===== src/rtl/core/jse_pkg.sv =====
// Package for the JSON string escaper with UTF-8 check.
// Holds the command format passed from the front end to the back end, and helpers.
// No dependencies.
package jse_pkg;

  localparam int unsigned QueueDepth = 4;
  localparam int unsigned QueuePtrW  = $clog2(QueueDepth);
  localparam int unsigned QueueCntW  = $clog2(QueueDepth + 1);

  localparam logic [7:0] CharQuote  = 8'h22;
  localparam logic [7:0] CharBslash = 8'h5C;
  localparam logic [7:0] CharLowerU = 8'h75;
  localparam logic [7:0] CharZero   = 8'h30;

  typedef enum logic [2:0] {
    KIND_NONE,
    KIND_PLAIN,
    KIND_ESC2,
    KIND_UNI,
    KIND_SEQ,
    KIND_CLOSE,
    KIND_ERR
  } kind_e;

  typedef struct packed {
    logic       open;
    kind_e      kind;
    logic [1:0] seq_len;
    logic [7:0] data;
    logic [7:0] held0;
    logic [7:0] held1;
    logic [7:0] held2;
  } cmd_t;

  function automatic logic [2:0] cmd_len(cmd_t c);
    logic [2:0] base;
    case (c.kind)
      KIND_PLAIN: base = 3'd1;
      KIND_ESC2:  base = 3'd2;
      KIND_UNI:   base = 3'd6;
      KIND_SEQ:   base = {1'b0, c.seq_len} + 3'd1;
      KIND_CLOSE: base = 3'd1;
      KIND_ERR:   base = 3'd1;
      default:    base = 3'd0;
    endcase
    return base + {2'b00, c.open};
  endfunction

  function automatic logic [7:0] nibble_char(logic [3:0] v);
    logic [7:0] r;
    if (v < 4'd10) begin
      r = 8'h30 + {4'b0000, v};
    end else begin
      r = 8'h37 + {4'b0000, v};
    end
    return r;
  endfunction

endpackage


===== src/rtl/core/jse_front.sv =====
// Front end: accepts input bytes, tracks string and UTF-8 state, issues commands.
// Depends on jse_pkg.
module jse_front import jse_pkg::*; (
  input  logic       clk_i,
  input  logic       rst_ni,
  input  logic       accept_i,
  input  logic [7:0] byte_i,
  output logic       push_o,
  output cmd_t       cmd_o
);

  logic        in_string_q, in_string_d;
  logic        discarding_q, discarding_d;
  logic [1:0]  pend_q, pend_d;
  logic [1:0]  seq_q, seq_d;
  logic [20:0] cp_q, cp_d;
  logic [7:0]  held_q [3];
  logic        held_wr;
  logic [1:0]  held_idx;
  logic [20:0] cp_add;
  logic [20:0] cp_new;
  logic        cp_ok;
  logic        open;
  logic        fail;
  kind_e       kind;

  always_comb begin
    case (pend_q)
      2'd1:    cp_add = {15'b0, byte_i[5:0]};
      2'd2:    cp_add = {9'b0, byte_i[5:0], 6'b0};
      default: cp_add = {3'b0, byte_i[5:0], 12'b0};
    endcase
    cp_new = cp_q | cp_add;
    case (seq_q)
      2'd1:    cp_ok = cp_new >= 21'h80;
      2'd2:    cp_ok = (cp_new >= 21'h800) && !((cp_new >= 21'hD800) && (cp_new <= 21'hDFFF));
      default: cp_ok = (cp_new >= 21'h10000) && (cp_new <= 21'h10FFFF);
    endcase
  end

  always_comb begin
    in_string_d  = in_string_q;
    discarding_d = discarding_q;
    pend_d       = pend_q;
    seq_d        = seq_q;
    cp_d         = cp_q;
    held_wr      = 1'b0;
    held_idx     = 2'd0;
    open         = 1'b0;
    fail         = 1'b0;
    kind         = KIND_NONE;
    push_o       = 1'b0;
    if (accept_i) begin
      if (discarding_q) begin
        if (byte_i == 8'h00) begin
          discarding_d = 1'b0;
        end
      end else begin
        open        = !in_string_q;
        in_string_d = 1'b1;
        if (pend_q != 2'd0 && in_string_q) begin
          if (byte_i[7:6] != 2'b10) begin
            fail = 1'b1;
          end else begin
            pend_d = pend_q - 2'd1;
            if (pend_d != 2'd0) begin
              cp_d     = cp_new;
              held_wr  = 1'b1;
              held_idx = seq_q - pend_d;
            end else if (!cp_ok) begin
              fail = 1'b1;
            end else begin
              kind  = KIND_SEQ;
              seq_d = 2'd0;
              cp_d  = '0;
            end
          end
        end else begin
          if (open) begin
            pend_d = 2'd0;
            seq_d  = 2'd0;
            cp_d   = '0;
          end
          if (byte_i[7] == 1'b0) begin
            if (byte_i == 8'h00) begin
              kind        = KIND_CLOSE;
              in_string_d = 1'b0;
            end else if (byte_i < 8'h20) begin
              kind = KIND_UNI;
            end else if (byte_i == CharQuote || byte_i == CharBslash) begin
              kind = KIND_ESC2;
            end else begin
              kind = KIND_PLAIN;
            end
          end else if ((byte_i & 8'hE0) == 8'hC0) begin
            seq_d   = 2'd1;
            pend_d  = 2'd1;
            cp_d    = {10'b0, byte_i[4:0], 6'b0};
            held_wr = 1'b1;
          end else if ((byte_i & 8'hF0) == 8'hE0) begin
            seq_d   = 2'd2;
            pend_d  = 2'd2;
            cp_d    = {5'b0, byte_i[3:0], 12'b0};
            held_wr = 1'b1;
          end else if ((byte_i & 8'hF8) == 8'hF0) begin
            seq_d   = 2'd3;
            pend_d  = 2'd3;
            cp_d    = {byte_i[2:0], 18'b0};
            held_wr = 1'b1;
          end else begin
            fail = 1'b1;
          end
        end
        if (fail) begin
          kind         = KIND_ERR;
          in_string_d  = 1'b0;
          pend_d       = 2'd0;
          seq_d        = 2'd0;
          cp_d         = '0;
          held_wr      = 1'b0;
          discarding_d = byte_i != 8'h00;
        end
        push_o = open || (kind != KIND_NONE);
      end
    end
  end

  always_comb begin
    cmd_o.open    = open;
    cmd_o.kind    = kind;
    cmd_o.seq_len = seq_q;
    cmd_o.data    = byte_i;
    cmd_o.held0   = held_q[0];
    cmd_o.held1   = held_q[1];
    cmd_o.held2   = held_q[2];
  end

  always_ff @(posedge clk_i or negedge rst_ni) begin
    if (!rst_ni) begin
      in_string_q  <= 1'b0;
      discarding_q <= 1'b0;
      pend_q       <= 2'd0;
      seq_q        <= 2'd0;
      cp_q         <= '0;
    end else begin
      in_string_q  <= in_string_d;
      discarding_q <= discarding_d;
      pend_q       <= pend_d;
      seq_q        <= seq_d;
      cp_q         <= cp_d;
    end
  end

  always_ff @(posedge clk_i) begin
    if (held_wr) begin
      held_q[held_idx] <= byte_i;
    end
  end

  a_disc_not_open: assert property (@(posedge clk_i) disable iff (!rst_ni)
    discarding_q |-> (!in_string_q && pend_q == 2'd0))
    else $error("Discarding while a string is open.");

  a_pend_le_seq: assert property (@(posedge clk_i) disable iff (!rst_ni)
    pend_q <= seq_q)
    else $error("More continuation bytes pending than the sequence holds.");

  a_err_closes: assert property (@(posedge clk_i) disable iff (!rst_ni)
    (push_o && kind == KIND_ERR) |=> (!in_string_q && pend_q == 2'd0))
    else $error("An error did not close the string.");

endmodule


===== src/rtl/core/jse_queue.sv =====
// Command queue between the front end and the back end.
// Depends on jse_pkg.
module jse_queue import jse_pkg::*; (
  input  logic clk_i,
  input  logic rst_ni,
  input  logic push_i,
  input  cmd_t cmd_i,
  output logic full_o,
  output logic valid_o,
  output cmd_t cmd_o,
  input  logic pop_i
);

  cmd_t                 mem_q [QueueDepth];
  logic [QueuePtrW-1:0] wr_q, rd_q;
  logic [QueueCntW-1:0] cnt_q;

  assign full_o  = cnt_q == QueueCntW'(QueueDepth);
  assign valid_o = cnt_q != '0;
  assign cmd_o   = mem_q[rd_q];

  always_ff @(posedge clk_i or negedge rst_ni) begin
    if (!rst_ni) begin
      wr_q  <= '0;
      rd_q  <= '0;
      cnt_q <= '0;
    end else begin
      if (push_i) begin
        wr_q <= wr_q + 1'b1;
      end
      if (pop_i) begin
        rd_q <= rd_q + 1'b1;
      end
      if (push_i && !pop_i) begin
        cnt_q <= cnt_q + 1'b1;
      end else if (pop_i && !push_i) begin
        cnt_q <= cnt_q - 1'b1;
      end
    end
  end

  always_ff @(posedge clk_i) begin
    if (push_i) begin
      mem_q[wr_q] <= cmd_i;
    end
  end

  a_no_overflow: assert property (@(posedge clk_i) disable iff (!rst_ni)
    (push_i && full_o) |-> pop_i)
    else $error("Push into a full queue.");

  a_no_underflow: assert property (@(posedge clk_i) disable iff (!rst_ni)
    pop_i |-> valid_o)
    else $error("Pop from an empty queue.");

  a_cnt_bound: assert property (@(posedge clk_i) disable iff (!rst_ni)
    cnt_q <= QueueCntW'(QueueDepth))
    else $error("Queue count beyond the depth.");

endmodule


===== src/rtl/core/jse_back.sv =====
// Back end: expands each queued command into output bytes behind an output register.
// Depends on jse_pkg.
module jse_back import jse_pkg::*; (
  input  logic       clk_i,
  input  logic       rst_ni,
  input  logic       valid_i,
  input  cmd_t       cmd_i,
  output logic       pop_o,
  output logic       out_valid_o,
  input  logic       out_ready_i,
  output logic [7:0] out_byte_o,
  output logic       last_o,
  output logic       error_o
);

  logic [2:0] sub_q, sub_d;
  logic       ov_q, ov_d;
  logic [7:0] byte_q, byte_d;
  logic       last_q, last_d;
  logic       err_q, err_d;
  logic [2:0] total;
  logic [2:0] pos;
  logic       fire;

  assign total = cmd_len(cmd_i);
  assign pos   = sub_q - {2'b00, cmd_i.open};
  assign fire  = valid_i && (!ov_q || out_ready_i);
  assign pop_o = fire && (sub_q == total - 3'd1);

  always_comb begin
    byte_d = 8'h00;
    last_d = 1'b0;
    err_d  = 1'b0;
    if (cmd_i.open && sub_q == 3'd0) begin
      byte_d = CharQuote;
    end else begin
      case (cmd_i.kind)
        KIND_PLAIN: byte_d = cmd_i.data;
        KIND_ESC2:  byte_d = (pos == 3'd0) ? CharBslash : cmd_i.data;
        KIND_UNI: begin
          case (pos)
            3'd0:    byte_d = CharBslash;
            3'd1:    byte_d = CharLowerU;
            3'd2:    byte_d = CharZero;
            3'd3:    byte_d = CharZero;
            3'd4:    byte_d = nibble_char(cmd_i.data[7:4]);
            default: byte_d = nibble_char(cmd_i.data[3:0]);
          endcase
        end
        KIND_SEQ: begin
          if (pos == {1'b0, cmd_i.seq_len}) begin
            byte_d = cmd_i.data;
          end else begin
            case (pos[1:0])
              2'd0:    byte_d = cmd_i.held0;
              2'd1:    byte_d = cmd_i.held1;
              default: byte_d = cmd_i.held2;
            endcase
          end
        end
        KIND_CLOSE: begin
          byte_d = CharQuote;
          last_d = 1'b1;
        end
        KIND_ERR: begin
          last_d = 1'b1;
          err_d  = 1'b1;
        end
        default: byte_d = 8'h00;
      endcase
    end
  end

  always_comb begin
    ov_d  = ov_q;
    sub_d = sub_q;
    if (fire) begin
      ov_d  = 1'b1;
      sub_d = pop_o ? 3'd0 : sub_q + 3'd1;
    end else if (out_ready_i) begin
      ov_d = 1'b0;
    end
  end

  always_ff @(posedge clk_i or negedge rst_ni) begin
    if (!rst_ni) begin
      ov_q  <= 1'b0;
      sub_q <= 3'd0;
    end else begin
      ov_q  <= ov_d;
      sub_q <= sub_d;
    end
  end

  always_ff @(posedge clk_i) begin
    if (fire) begin
      byte_q <= byte_d;
      last_q <= last_d;
      err_q  <= err_d;
    end
  end

  assign out_valid_o = ov_q;
  assign out_byte_o  = byte_q;
  assign last_o      = last_q;
  assign error_o     = err_q;

  a_sub_in_range: assert property (@(posedge clk_i) disable iff (!rst_ni)
    valid_i |-> (sub_q < total))
    else $error("Byte index beyond the command length.");

  a_sub_idle_zero: assert property (@(posedge clk_i) disable iff (!rst_ni)
    !valid_i |-> (sub_q == 3'd0))
    else $error("Byte index left over with an empty queue.");

  a_out_hold: assert property (@(posedge clk_i) disable iff (!rst_ni)
    (out_valid_o && !out_ready_i) |=>
      (out_valid_o && $stable(out_byte_o) && $stable(last_o) && $stable(error_o)))
    else $error("Output transaction changed while waiting.");

endmodule


===== src/rtl/core/json_string_escaper_utf8_check_unit.sv =====
// Top level of the JSON string escaper with UTF-8 check.
// Depends on jse_pkg, jse_front, jse_queue and jse_back.
//
//   Channel  Direction  Handshake                 Payload
//   in       input      in_valid_i / in_ready_o   in_byte_i
//   out      output     out_valid_o / out_ready_i out_byte_o, last_o, error_o
//
// An input byte is taken each cycle while the four-entry command queue has room.
// The back end sends one output byte per cycle while out_ready_i is high; an input
// byte yields none to seven output bytes, and the output register sets that pace.
// Reset clears string state, the queue and the output valid flag at once.
// A stall on the output fills the queue and then holds off input.
module json_string_escaper_utf8_check_unit import jse_pkg::*; (
  input  logic       clk_i,
  input  logic       rst_ni,
  input  logic       in_valid_i,
  output logic       in_ready_o,
  input  logic [7:0] in_byte_i,
  output logic       out_valid_o,
  input  logic       out_ready_i,
  output logic [7:0] out_byte_o,
  output logic       last_o,
  output logic       error_o
);

  logic accept;
  logic push;
  logic full;
  logic q_valid;
  logic pop;
  cmd_t cmd_in;
  cmd_t cmd_head;

  assign in_ready_o = !full;
  assign accept     = in_valid_i && in_ready_o;

  jse_front u_front (
    .clk_i    (clk_i),
    .rst_ni   (rst_ni),
    .accept_i (accept),
    .byte_i   (in_byte_i),
    .push_o   (push),
    .cmd_o    (cmd_in)
  );

  jse_queue u_queue (
    .clk_i   (clk_i),
    .rst_ni  (rst_ni),
    .push_i  (push),
    .cmd_i   (cmd_in),
    .full_o  (full),
    .valid_o (q_valid),
    .cmd_o   (cmd_head),
    .pop_i   (pop)
  );

  jse_back u_back (
    .clk_i       (clk_i),
    .rst_ni      (rst_ni),
    .valid_i     (q_valid),
    .cmd_i       (cmd_head),
    .pop_o       (pop),
    .out_valid_o (out_valid_o),
    .out_ready_i (out_ready_i),
    .out_byte_o  (out_byte_o),
    .last_o      (last_o),
    .error_o     (error_o)
  );

endmodule

===== config.mk =====
export PLATFORM = sky130hd
export DESIGN_NAME = json_string_escaper_utf8_check_unit
export DESIGN_NICKNAME = d
export VERILOG_FILES = /design/src/rtl/core/jse_pkg.sv /design/src/rtl/core/jse_front.sv /design/src/rtl/core/jse_queue.sv /design/src/rtl/core/jse_back.sv /design/src/rtl/core/json_string_escaper_utf8_check_unit.sv
export SDC_FILE = /design/constraint.sdc
export NUM_CORES = 1
export LEC_CHECK = 0
export ABC_CLOCK_PERIOD_IN_PS = 6150
export CAP_MARGIN = 20
export CORE_MARGIN = 1.5
export CORE_UTILIZATION = 25
export CTS_BUF_LIST = sky130_fd_sc_hd__clkbuf_16
export DETAILED_ROUTE_END_ITERATION = 10
export DONT_BUFFER_PORTS = 1
export PLACE_DENSITY = 0.38
export SYNTH_ARGS = -nofsm -noshare
export SYNTH_HDL_FRONTEND = slang
export SYNTH_HIERARCHICAL = 1
export SYNTH_SLANG_ARGS = --single-unit

===== constraint.sdc =====
create_clock -name clk_i -period 6.15 [get_ports clk_i]
set_input_delay 0.3075 -clock clk_i [delete_from_list [all_inputs] [get_ports clk_i]]
set_output_delay 0.3075 -clock clk_i [all_outputs]
set_load 0.01 [all_outputs]

======== Yosys cells after proc, flatten, opt, wreduce, memory -nomap -nowiden ========
Memories as Yosys holds them, arrays and structs flattened.
Index checks and enable logic that the tools add are counted.
cells by class
  eq/ne operators ......................... 28
  $lt $le $gt $ge ......................... 9
  reduce and logical (&&, ||, !) cells .... 37
  bitwise gates (word level) .............. 2
  multiplexer cells ....................... 97
  $add $sub $neg .......................... 15
operators by type and width
  cell                                                                                   number
  21-bit two-way mux                                                                     10
  2-bit two-way mux                                                                      24
  3-bit two-way mux                                                                      15
  8-bit case mux with 5 select lines                                                     1
  1-bit two-way mux                                                                      38
  18-bit case mux with 2 select lines                                                    1
  8-bit two-way mux                                                                      4
  8-bit case mux with 4 select lines                                                     1
  6-bit by 4-bit adder with 7-bit output, first input constant                           4
  21-bit by 12-bit greater-or-equal comparator with 1-bit output, second input constant  1
  21-bit by 16-bit greater-or-equal comparator with 1-bit output, second input constant  1
  21-bit by 17-bit greater-or-equal comparator with 1-bit output, second input constant  1
  21-bit by 8-bit greater-or-equal comparator with 1-bit output, second input constant   1
  21-bit by 16-bit <= comparator with 1-bit output, second input constant                1
  21-bit <= comparator, second input constant                                            1
  21-bit by 18-bit OR with 21-bit output                                                 1
  3-bit == test, second input constant                                                   6
  8-bit case mux with 2 select lines                                                     1
  3-bit by 2-bit == test with 1-bit output, second input constant                        4
  3-bit case mux with 4 select lines                                                     1
  1-bit logical AND                                                                      10
  8-bit by 6-bit == test with 1-bit output, second input constant                        1
  8-bit by 7-bit == test with 1-bit output, second input constant                        1
  8-bit logical NOT                                                                      1
  36 further kinds                                                                       58
storage, ports and cells
  register bits after elaboration ......... 48
  RAM bits ................................ 176
  word-level logic and storage cells ...... 203
  memories ................................ 2
  bits of input ports ..................... 12
memories
  name            depth  bits a word  rd ports  clocked after memory_dff  write ports  line             source
  u_queue.mem_q   4      38           1         0                         1            jse_queue.sv:14  cmd_t mem_q [QueueDepth];
  u_front.held_q  3      8            3         0                         1            jse_front.sv:17  logic [7:0] held_q [3];

======== Depth between registers and ports, before layout ========
Gate-level depths: netlist (run 1).
  depth after elaboration ................. 25
  mapped depth ............................ 18
  depth with buffers taken out ............ 16

======== Hierarchy ========
Netlist (run 1), hierarchy kept.
by module, submodules not included
  module                               area an instance (um2)  cells each  seq. area each (um2)  instances
  jse_queue                            5925.7                  233         4739.5                1
  jse_front                            2426.1                  225         1221.2                1
  jse_back                             1490.2                  176         400.4                 1
  json_string_escaper_utf8_check_unit  10.0                    2           0.0                   1

======== Worst setup path before layout (run 1) ========
Ideal clock, no wire load.
  path type ............................... reg-to-reg
  start point ............................. reg u_queue.rd_q[0]
  end point ............................... reg u_queue.cnt_q[1]
  cell stages (with the launch flop) ...... 15
  path buffers ............................ 2
  library setup time ...................... 0.125 ns
  clock period less this slack ............ 3.690 ns
  slack ................................... 2.460 ns
  data arrival time ....................... 3.565 ns
  cell sequence ........................... dfrtp_1 > buf_6 > buf_12 > mux4_2 > nor3b_2 > a21oi_1 > ha_1 > xor2_1 > xnor2_1 > nor4_2 > inv_1 > ha_1 > inv_1 > fa_1 > mux2_2
RTL lines
  element                   line             source
  start: declaration        jse_queue.sv:15  logic [QueuePtrW-1:0] wr_q, rd_q;
  start signal: assignment  jse_queue.sv:32  rd_q <= rd_q + 1'b1;
  end signal: assignment    jse_queue.sv:35  cnt_q <= cnt_q + 1'b1;
  end signal: assignment    jse_queue.sv:37  cnt_q <= cnt_q - 1'b1;
  end: declaration          jse_queue.sv:16  logic [QueueCntW-1:0] cnt_q;

==> results of run 1 <==
==> metal layers <==
layer  routed length (µm)  vias to the layer above
met1                10700                     2770
met3                  859                       42
met4                  793                        0
met5                    0                        -
li1                     -                     2470
met2                12000                      112
==> worst paths after layout <==
| check | from | to |
|---|---|---|
| min in group asynchronous | rst_ni | u_front/seq_q[1]$_DFFE_PN0P_ |
| setup / recovery | u_queue/rd_q[0]$_DFFE_PN0P_ | u_back/out_byte_o[1]$_SDFFCE_PP1P_ |
| setup reg to reg | u_queue/rd_q[0]$_DFFE_PN0P_ | u_back/out_byte_o[1]$_SDFFCE_PP1P_ |
| hold reg to reg | u_front/held_q[0][6]$_DFFE_PP_ | u_queue/mem_q[1][22]$_DFFE_PP_ |
| hold / removal | in_byte_i[4] | u_front/seq_q[1]$_DFFE_PN0P_ |
| max in group asynchronous | rst_ni | u_queue/rd_q[0]$_DFFE_PN0P_ |
==> critical path: stages, from the launching register on <==
cell,delay [ns]
dfrtp_2,0.51
mux4_2,0.59
ha_1,0.22
ha_1,0.79
xnor2_1,0.22
o31ai_1,0.84
a211oi_1,0.17
a2111oi_1,0.52
o21ai_1,0.12
==> final cells by class <==
type                       instances  area [µm²]  area share, %
multi-input combinational        355        3090           27.5
clock buffer                      25         626           5.57
clock inverter                    19         181           1.61
tap                              518         648           5.77
inverter                          26        97.6          0.868
timing repair buffer              19         230           2.05
sequential                       217        6360           56.6
==> flip-flops by register name (all words and copies together) (netlist names) <==
register / flops
u_queue/mem_q: 152
u_front/held_q: 24
u_front/cp_q: 14
u_back/out_byte_o: 8
u_back/sub_q: 3
u_queue/cnt_q: 3
u_front/pend_q: 2
u_front/seq_q: 2
u_queue/rd_q: 2
u_queue/wr_q: 2
u_back/error_o: 1
u_back/last_o: 1
u_back/out_valid_o: 1
u_front/discarding_q: 1
u_front/in_string_q: 1
==> metrics by stage <==
| step | cell area [µm²] | instances | hold WS (ns) |
|---|---|---|---|
| after floorplan | 9850 | 636 | 0.0119 |
| final | 11200 | 1179 | 0.0407 |
| after CTS | 11200 | 1179 | 0.0109 |
| after detailed placement | 10300 | 1124 | 0.0132 |
| after global routing | 11200 | 1179 | 0.0192 |
| after global placement | 10200 | 1120 | 0.0134 |
==> layout by cell type (no fill, tap or decap), types with 5 or more instances in the layout <==
cell type	count
o21ai_1	12
xor2_1	6
ha_1	21
clkinv_2	5
a21oi_1	34
buf_12	5
a211oi_1	11
o21ai_0	14
nor4_1	6
mux2i_1	8
nand2b_1	10
a31oi_1	5
inv_1	31
edfxtp_1	186
nand3_1	8
clkbuf_16	25
nor2_1	35
dlygate4sd3_1	10
and2_2	5
mux4_2	38
dfrtp_1	30
nand2_1	32
xnor2_1	12
nor2_2	8
a22oi_1	10
==> what timing repair did <==
item	CTS	global route
setup endpoints to repair	0	0
hold endpoints to repair	101	0
hold buffers	11	0
==> cells by family (layout without fill, tap and decap cells) <==
kind of cell / Yosys count / after routing / synth area share [%]
mux: 47 / 47 / 9.61
buf+inv: 64 / 89 / 4.14
fa+ha+maj: 22 / 22 / 2.87
simple gates: 143 / 143 / 8.15
compound gates: 124 / 124 / 8.78
flops: 217 / 217 / 64.6
xor+xnor: 19 / 19 / 1.88
==> report_power, final <==
group	internal (mW)	switching [mW]	total (mW)
Clock	0.867	0.594	1.46
Sequential	1.86	0.159	2.02
Combinational	0.833	1.33	2.16
Total	3.56	2.08	5.64
==> results.toml, run 1 <==
[power]
p_total_mw = 5.64
powerDensity_mw_per_mm2 = 502
leakage_nw = 3.77
ir_worst_vdd_uv = 183

[floorplanning]
io_pins = 24
num_rows = 72
die-area_mm2 = 0.0406
die_w_um = 202
dieHeight_um = 202
core_mm2 = 0.0387
start_util_pct = 25.4

[route]
drc = 0
antenna_left = 0
drtPass1Iterations = 4
wire_per_inst_um = 20.7
drt_wl_total_mm = 24.4
viasPerCell = 4.58
drt_iter0_drc = 364
vias = 5394

[timing]
finalSetupTns_ns = 0
rsz0062_at_grt = "no"
worst_pin_slew_ns = 1.06
report.final.slew_viol_count = 0
period_minus_slack_ns = 4.26
fin_crit_sh_pct = 69.3
slew_headroom_pct = 28.8
setup_viol = 0
setup_slack_ns = 1.89
clock_skew_ns = 0.0299
hold_viol = 0
clock.fmax_ghz = 0.235

[logic_synthesis]
synthDistinctLibCells = 79
ys_top_cells_by_area = "edfxtp_1, mux4_2, dfrtp_1, ha_1, a21oi_1"
synth_edf_count = 186
synth_top_area_share_pct = 56.7
syn_nets = 670
synth_warnings = 6
syn_avg_cell_area_um2 = 15.5
ys_seq_area_share_pct = 64.6
syn-instance-count = 636
syn_area_mm2 = 0.00985
synth_common_cells = "edfxtp_1, mux4_2, nor2_1"
synthFlopType = "edfxtp_1"
yosys.area.top_type = "edfxtp_1"
synth.most_common_cell = "edfxtp_1"
async_reset_ff_share_pct = 14.3
synth_seq_cells = 217

[clock_tree]
clk_latency_ns = 0.55
cts_buffers = 25
h-tree-depth = 1
path_clk_slew_ns = 0.06
cts_tree = "done"
postCtsSetupBuffers = 0
ctsRootBufferMaster = "clkbuf_16"
postCtsResizedCells = 0
cts_buffer_depth = 3
clock_sinks = 217

[grt]
met3_usage_pct = 2.11
gr-max-usage-layer = "met2"
grt_max_degree = 34
grtUsageTotal_pct = 12.2
grt_overflow_total = 0
first_global_vias = 5699
grtUsageMet1_pct = 15.5
grt_pass1_wl_mm = 36.7
antenna_found_initial = 0
use_met2_pct = 20.8

[finish]
area_growth_pct = 14.1
nets = 678
drive_gt1_share_pct = 18.5
fillers = 3851
diodes = 0
fin_util_pct = 29.0

[setup_path]
crit_required_ns = 6.40
arrival_ns = 4.51
endpoint_kind = "flip-flop"
crit_type = "flip-flop to flip-flop"
r2r_setup_slack_ns = 1.89
critical_path_peak_fanout = 21
rr_worst_depth = 8
cp-start-kind = "flip-flop"

[placed_design]
dp_hpwl_mm = 15.3
routabilityCongestion = 0.802
portBuffers = 0
dpl_worst_slack_ns = 1.77

[min_path]
whs_path_depth = 2
hp-class = "primary input to flip-flop"

[outcome]
status = "complete, no violations"

[run]
max-cap-violations = 0
Note: power is estimated with default switching activity, not from simulation.
==> inputs of run 2 (changes only) <==
--- a/config.mk
+++ b/config.mk
@@ -5,7 +5,8 @@
 export SDC_FILE = /design/constraint.sdc
 export NUM_CORES = 1
 export LEC_CHECK = 0
-export ABC_CLOCK_PERIOD_IN_PS = 6150
+export ABC_AREA = 1
+export ABC_CLOCK_PERIOD_IN_PS = 4200
 export CAP_MARGIN = 20
 export CORE_MARGIN = 1.5
 export CORE_UTILIZATION = 25
==> constraint.sdc (replaced) <==
create_clock -name clk_i -period 4.2 [get_ports clk_i]
set_input_delay 0.21 -clock clk_i [delete_from_list [all_inputs] [get_ports clk_i]]
set_output_delay 0.21 -clock clk_i [all_outputs]
set_load 0.01 [all_outputs]
==> run 2 against run 1 <==
Effect of this change: register-to-register slack lost 1.1 ns; largest power group unchanged; via count increased by 32%; utilization rose by 0.088 points; clock power grew 49%; critical path type unchanged; synthesized area rose by 9.7%; count of clock-buffer cells in the layout grew 3; routed wire length rose by 15%.
==> results.toml, run 2 <==
[outcome]
status = "complete, no violations"

[setup_path]
crit_required_ns = 4.66
regToRegStartpoint = "u_queue/rd_q[0]$_DFFE_PN0P_"
cp-start-kind = "flip-flop"
endpoint_kind = "flip-flop"
crit_type = "flip-flop to flip-flop"
critical_path_peak_fanout = 34
r2r_setup_slack_ns = 0.76
regToRegEndpoint = "u_queue/cnt_q[1]$_DFFE_PN0P_"
arrival_ns = 3.90
rr_worst_depth = 15

[min_path]
min-delay-start = "in_byte_i[4]"
hp-class = "primary input to flip-flop"
min_to = "u_front/cp_q[10]$_DFFE_PN0P_"
whs_path_depth = 6

[finish]
area_growth_pct = 14.0
largest_reg_flops = 152
layout_commonest_cell = "nand2_1"
fillers = 4384
fin_util_pct = 29.1
multi_input_area_mm2 = 0.00346
final_cell_mix = "nand2_1, edfxtp_1, inv_1"
largest_register = "u_queue/mem_q"
nets = 1119
drive_gt1_share_pct = 11.9
reg_top3 = "u_queue/mem_q x152, u_front/held_q x24, u_front/cp_q x14"
seq_area_mm2 = 0.00636

[logic_synthesis]
async_reset_ff_share_pct = 14.3
synth.most_common_cell = "nand2_1"
synthAdderAreaFrac_pct = 2.62
synth_xor_area_share_pct = 0.729
syn-instance-count = 1074
yosys.area.top_type = "edfxtp_1"
synthFlopType = "edfxtp_1"
synth_compound_area_share_pct = 10.1
synth_warnings = 6
ys_top_cells_by_area = "edfxtp_1, nand2_1, dfrtp_1, inv_1, o211ai_2"
synth_top_family_by_area = "simple AND/OR/NAND/NOR gates"
syn_nets = 1108
synth_common_cells = "nand2_1, edfxtp_1, inv_1"
ys_seq_area_share_pct = 58.9
syn_area_mm2 = 0.0108
synth_seq_cells = 217
synthDistinctLibCells = 44
muxShareOfSynthArea_pct = 0
syn_avg_cell_area_um2 = 10.1
synth_top_area_share_pct = 51.7
synth_edf_count = 186
synthSimpleGateAreaFrac_pct = 18.5

[floorplanning]
io_pins = 24
die-area_mm2 = 0.0445
num_rows = 75
start_util_pct = 25.5
dieHeight_um = 211
die_w_um = 211
core_mm2 = 0.0423

[clock_tree]
cts_tree = "done"
clk_latency_ns = 0.57
clock_sinks = 217
ctsRootBufferMaster = "clkbuf_16"
cts_buffers = 28
h-tree-depth = 1
cts_buffer_depth = 3
path_clk_slew_ns = 0.06
postCtsSetupBuffers = 0

[power]
powerDensity_mw_per_mm2 = 640
leakage_nw = 5.06
ir_worst_vdd_uv = 244

[placed_design]
routabilityCongestion = 0.825
portBuffers = 0
dp_hpwl_mm = 18.0

[timing]
finalSetupTns_ns = 0
clock.fmax_ghz = 0.291
clock_skew_ns = 0.0257
period_minus_slack_ns = 3.44
worst_pin_slew_ns = 0.730
report.final.slew_viol_count = 0
setup_viol = 0
rsz0062_at_grt = "no"
hold_viol = 0
slew_headroom_pct = 51.1
fin_crit_sh_pct = 81.8

[grt]
first_global_vias = 7175
grt_pass1_wl_mm = 44.1
antenna_found_initial = 1
grt_overflow_total = 0
grtUsageTotal_pct = 13.1
grt_max_degree = 62

[route]
drt_iter0_drc = 384
viasPerCell = 4.25
drc = 0
wire_per_inst_um = 16.8
vias = 7130
drtPass1Iterations = 5
drt_wl_total_mm = 28.1
antenna_left = 0

[run]
max-cap-violations = 0
-- run 2: metal layers --
| metal | vias to the layer above | global-route usage [%] | wire length, µm |
|---|---|---|---|
| met4 | 0 | 3.62 | 716 |
| li1 | 3590 | - | - |
| met1 | 3393 | 17.4 | 13200 |
| met3 | 41 | 2.26 | 960 |
| met5 | - | 0 | 0 |
| met2 | 106 | 22.0 | 13300 |
-- run 2: logic make-up (layout without fill, tap and decap cells) --
group,after synthesis,count (layout)
AND/OR/NAND/NOR,460,460
flip-flops,217,217
buffers and inverters,224,250
XOR/XNOR,9,9
AO/OA/AOI/OAI,142,142
adder cells (fa/ha/maj),22,22
other,0,1
-- run 2: power breakdown --
part	internal (mW)	total, mW	leakage (nW)	switching [mW]
combinational	0.937	3.06	2.57	2.12
sequential	2.49	2.65	2.08	0.165
clock	1.26	2.17	0.408	0.911
total	4.68	7.88	5.06	3.19
-- run 2: layout make-up --
| class | count | area share, % |
|---|---|---|
| multi-input combinational | 633 | 28.1 |
| clock buffer | 28 | 5.69 |
| clock inverter | 17 | 1.07 |
| timing repair buffer | 27 | 2.17 |
| inverter | 178 | 5.43 |
| antenna | 1 | 0.0203 |
| sequential | 217 | 51.7 |
| tap | 577 | 5.86 |
-- run 2: how the worst max path moves through the flow --
stage                                start                                  to  slack, ns  cells past startpoint
2_1_floorplan  u_queue/rd_q[0]$_DFFE_PN0P_        u_queue/cnt_q[1]$_DFFE_PN0P_       0.97                     20
3_5_place_dp   u_queue/rd_q[0]$_DFFE_PN0P_        u_queue/cnt_q[1]$_DFFE_PN0P_       0.71                     15
5_1_grt        u_queue/rd_q[0]$_DFFE_PN0P_  u_back/out_byte_o[0]$_SDFFCE_PP0P_       0.44                     13
4_1_cts        u_queue/rd_q[0]$_DFFE_PN0P_        u_queue/cnt_q[1]$_DFFE_PN0P_       0.71                     15
3_3_place_gp   u_queue/rd_q[0]$_DFFE_PN0P_        u_queue/cnt_q[1]$_DFFE_PN0P_       0.75                     17
6_report       u_queue/rd_q[0]$_DFFE_PN0P_        u_queue/cnt_q[1]$_DFFE_PN0P_       0.76                     15
-- run 2: per-stage QoR --
step | std cells | hold slack, ns | setup slack (ns) | instance area [µm²] | power, mW
floorplan | 1074 | -0.0856 | 0.966 | 10800 | 4.99
detailed placement | 1620 | -0.0830 | 0.710 | 11400 | 5.79
global placement | 1620 | -0.0830 | 0.750 | 11400 | 5.81
global route | 1678 | 0.0521 | 0.436 | 12300 | 8.49
CTS | 1677 | 0.00187 | 0.710 | 12300 | 8.04
finish | 1678 | 0.0273 | 0.765 | 12300 | 7.88
-- run 2: worst max-delay path: stages (launching register included) --
cell      delay (ns)
dfrtp_4         0.63
o211ai_1        0.24
nand2_1         0.20
nor2_1          0.26
nor2_1          0.08
ha_1            0.19
ha_1            0.28
xnor2_1         0.12
nor3_1          0.11
a21boi_2        0.33
inv_1           0.08
ha_1            0.20
inv_1           0.08
fa_1            0.40
nand2_1         0.08
nand2_1         0.04
-- run 2: what timing repair did --
| item | in CTS | in global routing |
|---|---|---|
| gates resized for setup | 0 | 0 |
| hold buffers | 12 | 0 |
| endpoints found under the hold margin | 98 | 0 |
